**src/hw/rtl/ycc420_pkg.sv**
```systemverilog
// Shared constants, types and helpers for the RGB to YCbCr 4:2:0 converter.
// No dependencies.
package ycc420_pkg;

  // Default frame size limits handed to the top-level parameters.
  localparam int DEF_MAX_WIDTH  = 4096;
  localparam int DEF_MAX_HEIGHT = 4096;

  // Widths fixed by the item fields.
  localparam int PIX_W       = 8;
  localparam int CHROMA_PAIR = 2 * PIX_W;
  localparam int LIDX_W      = 24;
  localparam int CIDX_W      = 22;
  localparam int CFG_DATA_W  = 13;
  localparam int CFG_INDEX_W = 2;
  localparam int SUM_W       = 16;

  // Register map.
  typedef enum logic [CFG_INDEX_W-1:0] {
    CFG_FRAME_WIDTH  = 2'd0,
    CFG_FRAME_HEIGHT = 2'd1,
    CFG_LUMA_MAX     = 2'd2,
    CFG_CHROMA_MAX   = 2'd3
  } cfg_idx_t;

  // Register reset values.
  localparam int          RST_FRAME_WIDTH  = 1920;
  localparam int          RST_FRAME_HEIGHT = 1080;
  localparam logic [7:0]  RST_LUMA_MAX     = 8'd235;
  localparam logic [7:0]  RST_CHROMA_MAX   = 8'd240;

  // BT.601 coefficients, 7 fractional bits. Negative terms kept as magnitudes.
  localparam logic [SUM_W-1:0] Y_R      = 16'd33;
  localparam logic [SUM_W-1:0] Y_G      = 16'd65;
  localparam logic [SUM_W-1:0] Y_B      = 16'd13;
  localparam logic [SUM_W-1:0] CB_R_NEG = 16'd19;
  localparam logic [SUM_W-1:0] CB_G_NEG = 16'd37;
  localparam logic [SUM_W-1:0] CB_B     = 16'd56;
  localparam logic [SUM_W-1:0] CR_R     = 16'd56;
  localparam logic [SUM_W-1:0] CR_G_NEG = 16'd47;
  localparam logic [SUM_W-1:0] CR_B_NEG = 16'd9;
  localparam int               FRAC_BITS = 7;
  // 128 << 7: keeps chroma sums non-negative before the shift.
  localparam logic [SUM_W-1:0] CHROMA_BIAS = 16'd16384;
  localparam logic [PIX_W-1:0] LUMA_OFFSET = 8'd16;
  localparam logic [PIX_W-1:0] CLAMP_LOW   = 8'd16;

  // Upper limit first, then the floor of 16.
  function automatic logic [PIX_W-1:0] clamp_range(input logic [PIX_W-1:0] v,
                                                   input logic [PIX_W-1:0] hi);
    logic [PIX_W-1:0] t;
    t = (v > hi) ? hi : v;
    return (t < CLAMP_LOW) ? CLAMP_LOW : t;
  endfunction

endpackage

```
**src/hw/rtl/ycc420_csc.sv**
```systemverilog
// Color space conversion of one pixel: RGB to clamped Y, Cb, Cr.
// Combinational; uses ycc420_pkg coefficients and clamp helper.
module ycc420_csc (
  input  logic [ycc420_pkg::PIX_W-1:0] red,
  input  logic [ycc420_pkg::PIX_W-1:0] green,
  input  logic [ycc420_pkg::PIX_W-1:0] blue,
  input  logic [ycc420_pkg::PIX_W-1:0] luma_max,
  input  logic [ycc420_pkg::PIX_W-1:0] chroma_max,
  output logic [ycc420_pkg::PIX_W-1:0] y,
  output logic [ycc420_pkg::PIX_W-1:0] cb,
  output logic [ycc420_pkg::PIX_W-1:0] cr
);
  import ycc420_pkg::*;

  logic [SUM_W-1:0] r16, g16, b16;
  logic [SUM_W-1:0] ysum, cbsum, crsum;
  logic [PIX_W-1:0] y_raw, cb_raw, cr_raw;

  always_comb begin
    r16   = SUM_W'(red);
    g16   = SUM_W'(green);
    b16   = SUM_W'(blue);
    ysum  = Y_R * r16 + Y_G * g16 + Y_B * b16;
    // Bias keeps these non-negative, so a logical shift equals the floor shift.
    cbsum = CHROMA_BIAS + CB_B * b16 - CB_R_NEG * r16 - CB_G_NEG * g16;
    crsum = CHROMA_BIAS + CR_R * r16 - CR_G_NEG * g16 - CR_B_NEG * b16;
    y_raw  = PIX_W'(ysum >> FRAC_BITS) + LUMA_OFFSET;
    cb_raw = PIX_W'(cbsum >> FRAC_BITS);
    cr_raw = PIX_W'(crsum >> FRAC_BITS);
    y  = clamp_range(y_raw, luma_max);
    cb = clamp_range(cb_raw, chroma_max);
    cr = clamp_range(cr_raw, chroma_max);
  end

endmodule

```
**config.mk**
```make
export PLATFORM = sky130hd
export DESIGN_NAME = ycc420_csc
export DESIGN_NICKNAME = d
export VERILOG_FILES = /design/src/hw/rtl/ycc420_pkg.sv /design/src/hw/rtl/ycc420_csc.sv
export SDC_FILE = /design/constraint.sdc
export NUM_CORES = 1
export LEC_CHECK = 0
export CAP_MARGIN = 20
export CORE_ASPECT_RATIO = 0.7
export CORE_MARGIN = 2
export CORE_UTILIZATION = 40
export DETAILED_ROUTE_END_ITERATION = 12
export DONT_BUFFER_PORTS = 1
export PLACE_DENSITY = 0.51
export SLEW_MARGIN = 25
export SYNTH_ARGS = -nofsm -noshare
export SYNTH_HDL_FRONTEND = slang
export SYNTH_SLANG_ARGS = --single-unit
```
**constraint.sdc**
```tcl
create_clock -name vclk -period 17.9
set_clock_uncertainty 0.2 [all_clocks]
set_input_delay 0.895 -clock vclk [all_inputs]
set_output_delay 0.895 -clock vclk [all_outputs]
set_load 0.005 [all_outputs]
```
# [Word-level counts from Yosys, hierarchy flattened]
# Cells that the tools add are included.
[totals] register_bits=0 latchBits=0 ramBits=0 romBits=0 input_bits=40 output_inout_bits=24 word_cells=30 n_memories=0
[classes] add_sub_neg=9 multipliers=9 div=0 n_lt_le_gt_ge=6 n_eq_ne=0 shift=0 mux=6 bitwise_logic=0 reduce_logical=0
[op_table] op="2-to-1 mux 8 bit" n=6
[op_table] op="multiplier 6 x 8 -> 14 bit, first input constant" n=3
[op_table] op="adder 15 x 14 -> 15 bit, first input constant" n=2
[op_table] op="subtractor 15 x 14 -> 15 bit" n=2
[op_table] op="greater-than comparator 8 bit" n=3
[op_table] op="less-than comparator 8 x 5 -> 1 bit, second input constant" n=3
[op_table] op="multiplier 4 x 8 -> 12 bit, first input constant" n=2
[op_table] op="multiplier 3 x 8 -> 11 bit, first input constant" n=2
[op_table] op="adder 14 x 15 -> 15 bit" n=1
[op_table] op="adder 15 x 12 -> 15 bit" n=1
[op_table] op="multiplier 7 x 8 -> 15 bit, first input constant" n=1
[op_table] op="subtractor 15 x 12 -> 15 bit" n=1
[op_table] op="subtractor 15 x 13 -> 15 bit" n=1
[op_table] op="multiplier 5 x 8 -> 13 bit, first input constant" n=1
[op_table] op="adder 8 x 5 -> 8 bit, second input constant" n=1

# [Longest topological paths before layout]
[logic_depth] word_depth=8 depth_mapped=31

# [Worst setup path after synthesis]
# Ideal clock, no wire load.
[synth_path] kind="input port to output port" startpoint="input green[6] (netlist name)" endpoint="output y[0] (netlist name)" arrival_ns=7.331 t_required_ns=16.805 path_slack_ns=9.474 path_stages=31 n_path_buf=1 cell_sequence="inv_1 > fa_1 > inv_1 > ha_1 > fa_1 > inv_1 > fa_1 > inv_1 > fa_1 > inv_1 > fa_1 > inv_1 > ha_1 > a21oi_1 > o21ai_0 > a21oi_2 > nor2b_1 > or3_1 > nand2_1 > inv_1 > ha_1 > xor2_1 > ha_1 > a21o_1 > a21oi_1 > o21ai_0 > and3_1 > clkbuf_1 > and2_1 > nor3b_1 > a21boi_0"
[synth_via] elab_chain_cells=8
[synth_rtl] element="from (decl)" line="ycc420_csc.sv:5" rtl="input logic [ycc420_pkg::PIX_W-1:0] green,"
[synth_rtl] element="multiplier 7 x 8 -> 15 bit *" line="ycc420_csc.sv:23" rtl="ysum = Y_R * r16 + Y_G * g16 + Y_B * b16;"
[synth_rtl] element="adder 14 x 15 -> 15 bit *" line="ycc420_csc.sv:23"
[synth_rtl] element="adder 15 x 12 -> 15 bit *" line="ycc420_csc.sv:23"
[synth_rtl] element="adder 8 x 5 -> 8 bit *" line="ycc420_csc.sv:27" rtl="y_raw = PIX_W'(ysum >> FRAC_BITS) + LUMA_OFFSET;"
[synth_rtl] element="greater-than comparator 8 bit" line="ycc420_pkg.sv:52" rtl="t = (v > hi) ? hi : v;"
[synth_rtl] element="2-to-1 mux 8 bit *" line="ycc420_pkg.sv:52"
[synth_rtl] element="less-than comparator 8 x 5 -> 1 bit" line="ycc420_pkg.sv:53" rtl="return (t < CLAMP_LOW) ? CLAMP_LOW : t;"
[synth_rtl] element="2-to-1 mux 8 bit *" line="ycc420_pkg.sv:53"
[synth_rtl] element="to (decl)" line="ycc420_csc.sv:9" rtl="output logic [ycc420_pkg::PIX_W-1:0] y,"
# Mark *: on every way between the ends. The rest lies on a longest branch, timed or not.

# [Final worst setup path]
# Ends and elaborated chain as after synthesis.

==> results_tabular.tex <==
\begin{tabular}{lr}
\hline
Metric & Value \\
\hline
\multicolumn{2}{l}{\textbf{Logic synthesis}} \\
\quad Leading area contributor after synthesis & ha\_1 \\
\quad Leading cell type by number of instances after synthesis & inv\_1 \\
\quad Gate Count Post-Synth & 893 \\
\quad Most common library cells after synthesis & inv\_1, ha\_1, fa\_1, nand2\_1, a21oi\_1 \\
\quad Synthesized netlist net count & 1,255 \\
\quad Area share of the largest cell type after synthesis & 31.8\% \\
\quad Synth Area per Inst & 8.86 sq um \\
\quad Sequential element share of the synthesized area & 0\% \\
\quad Number of warnings issued by yosys & 0 \\
\quad Library cells used by synthesis & 56 \\
\quad Largest cells by area after synthesis & ha\_1, fa\_1, inv\_1 \\
\quad Post-synthesis instance area & 0.00791 sq mm \\
\multicolumn{2}{l}{\textbf{Outcome}} \\
\quad Status & finished clean \\
\multicolumn{2}{l}{\textbf{Layout}} \\
\quad Final layout net count & 1,250 \\
\quad Antenna cells & 0 \\
\quad Seq cells & 0 \\
\quad Count of clock-net buffers in the final layout & 0 \\
\quad Seq. cell area & 0 sq um \\
\quad Multi-input gate area in the final layout & 0.00691 sq mm \\
\quad Fill cells & 1,974 \\
\quad Share of post-route cells with drive strength above 1 & 1.58\% \\
\quad Layout Area Growth over Synthesis & 4.07\% \\
\multicolumn{2}{l}{\textbf{Global route}} \\
\quad Largest net degree at the start of global routing & 17 \\
\quad Initial antenna violation count & 0 \\
\quad Wire length of the first global-routing pass & 29,300 um \\
\quad Remaining global-route overflow & 0 \\
\quad Vias in the first global route & 5,440 \\
\quad Global router's overall resource usage & 17.9\% \\
\multicolumn{2}{l}{\textbf{Floorplan}} \\
\quad Io pins & 64 \\
\quad Die outline area & 0.0209 sq mm \\
\quad Core Area & 0.0191 sq mm \\
\quad Std-Cell Rows & 42 \\
\quad Width of the chip & 172 um \\
\quad Height of the die & 122 um \\
\quad Effective utilization at floorplan & 41.4\% \\
\multicolumn{2}{l}{\textbf{Clocking}} \\
\quad Cts hold-fix bufs & 0 \\
\quad Post-CTS setup repair buffer count & 0 \\
\quad Post-CTS Resized & 0 \\
\multicolumn{2}{l}{\textbf{Routing}} \\
\quad Routed length per placed instance & 15.4 um \\
\quad Number of nets still failing antenna checks after routing & 0 \\
\quad Total wire length after detailed routing & 17,700 um \\
\quad Number of violations reported at the end of detailed-routing iteration 0 & 305 \\
\quad Number of optimization iterations in the first detailed-route pass & 5 \\
\quad Vias per cell & 4.89 \\
\quad Total number of vias & 5,624 \\
\quad Number of design rule violations left after detail routing & 0 \\
\multicolumn{2}{l}{\textbf{Setup path}} \\
\quad Largest delay contributor family on the critical path & adder cells \\
\quad Critical path's slowest cell & fa\_1 \\
\quad CP Max Fanout & 9 \\
\quad Worst setup EP type & output pin \\
\quad Cell seen most often among critical-path stages & inv\_1 \\
\quad Number of buffers and inverters on the critical path & 7 \\
\quad Crit path required time & 16.81 ns \\
\quad CP startpoint kind & primary input \\
\quad Data arrival, critical path & 7.92 ns \\
\quad Longest individual stage delay on the worst path & 0.54 ns \\
\quad Start-to-end type of the worst setup path & primary input to output pin \\
\multicolumn{2}{l}{\textbf{Min path}} \\
\quad Worst Hold Class & primary input to output pin \\
\multicolumn{2}{l}{\textbf{Place}} \\
\quad Detailed placement HPWL & 15,900 um \\
\quad Final estimated routing congestion in global placement & 0.843 \\
\quad Count of input and output buffers & 0 \\
\multicolumn{2}{l}{\textbf{Timing}} \\
\quad Slew margin rel. & 56.2\% \\
\quad Aggregate negative setup slack & 0 ns \\
\quad Final Max Tran Viols & 0 \\
\quad Time the final worst path needs with I/O delays and setup & 9.02 ns \\
\quad Number of hold violations in the final report & 0 \\
\quad Max Fclk & 0.111 GHz \\
\quad Setup repair after global routing missed its margin & false \\
\quad Slew of the pin with the lowest slew margin & 0.657 ns \\
\quad Setup violations, final & 0 \\
\quad Share of the clock period used by the worst path & 50.4\% \\
\multicolumn{2}{l}{\textbf{Flow run}} \\
\quad Number of max-cap violations & 0 \\
\hline
\end{tabular}
metrics by stage:
stage	hold WS (ns)	utilization, %	std cells	cell area (sq um)	setup WS (ns)
2_1_floorplan	1.69	-	893	7910	9.47
3_3_place_gp	1.71	42.9	1149	8220	9.02
3_5_place_dp	1.71	42.9	1149	8220	8.93
4_1_cts	1.71	42.9	1149	8220	8.93
5_1_grt	1.71	43.0	1150	8230	8.37
6_report	1.71	43.0	1150	8230	8.88
placed cells by master, fill, tap and decap left out, types with 5 or more instances in the layout:
cell,n
and2_1,8
xnor2_1,17
inv_1,260
nand3_1,12
nor3_1,11
o21bai_1,7
xor2_1,16
mux2i_1,9
o21ai_0,25
fa_1,121
a211oi_1,5
mux2_2,5
a21oi_1,32
o21a_1,5
a21o_1,21
nand2_1,33
nor2b_1,7
nor2_1,26
ha_1,201
layer usage:
metal	GRT usage (%)	vias to the layer above	wire (um)
li1	-	2837	-
met1	31.5	2703	10300
met2	24.1	84	6640
met3	1.79	0	803
met4	0	0	0
met5	0	-	0
logic make-up after synthesis:
group	Yosys count	share of synthesized area, %
and+or+nand+nor	129	8.67
xor gates and xnor gates	35	4.07
AOI/OAI and AO/OA	124	10.2
muxes	14	1.85
adders and majority gates	322	62.4
buffers and inverters	269	12.8
final timing paths:
check / endpoint / slack, ns / depth (start not counted) / startpoint
max: y[0] / 8.88 / 30 / green[6]
min: cr[4] / 1.71 / 2 / chroma_max[4]
area by class of cell:
type                            count  share of cell area, %
Inverter                          261                   11.9
Multi-Input combinational cell    624                   84.0
Timing Repair Buffer                1                 0.0912
Tap cell                          264                   4.01
Power is not shown: default switching activity piles up to over one toggle a cycle in this logic, so the estimate is an artifact.
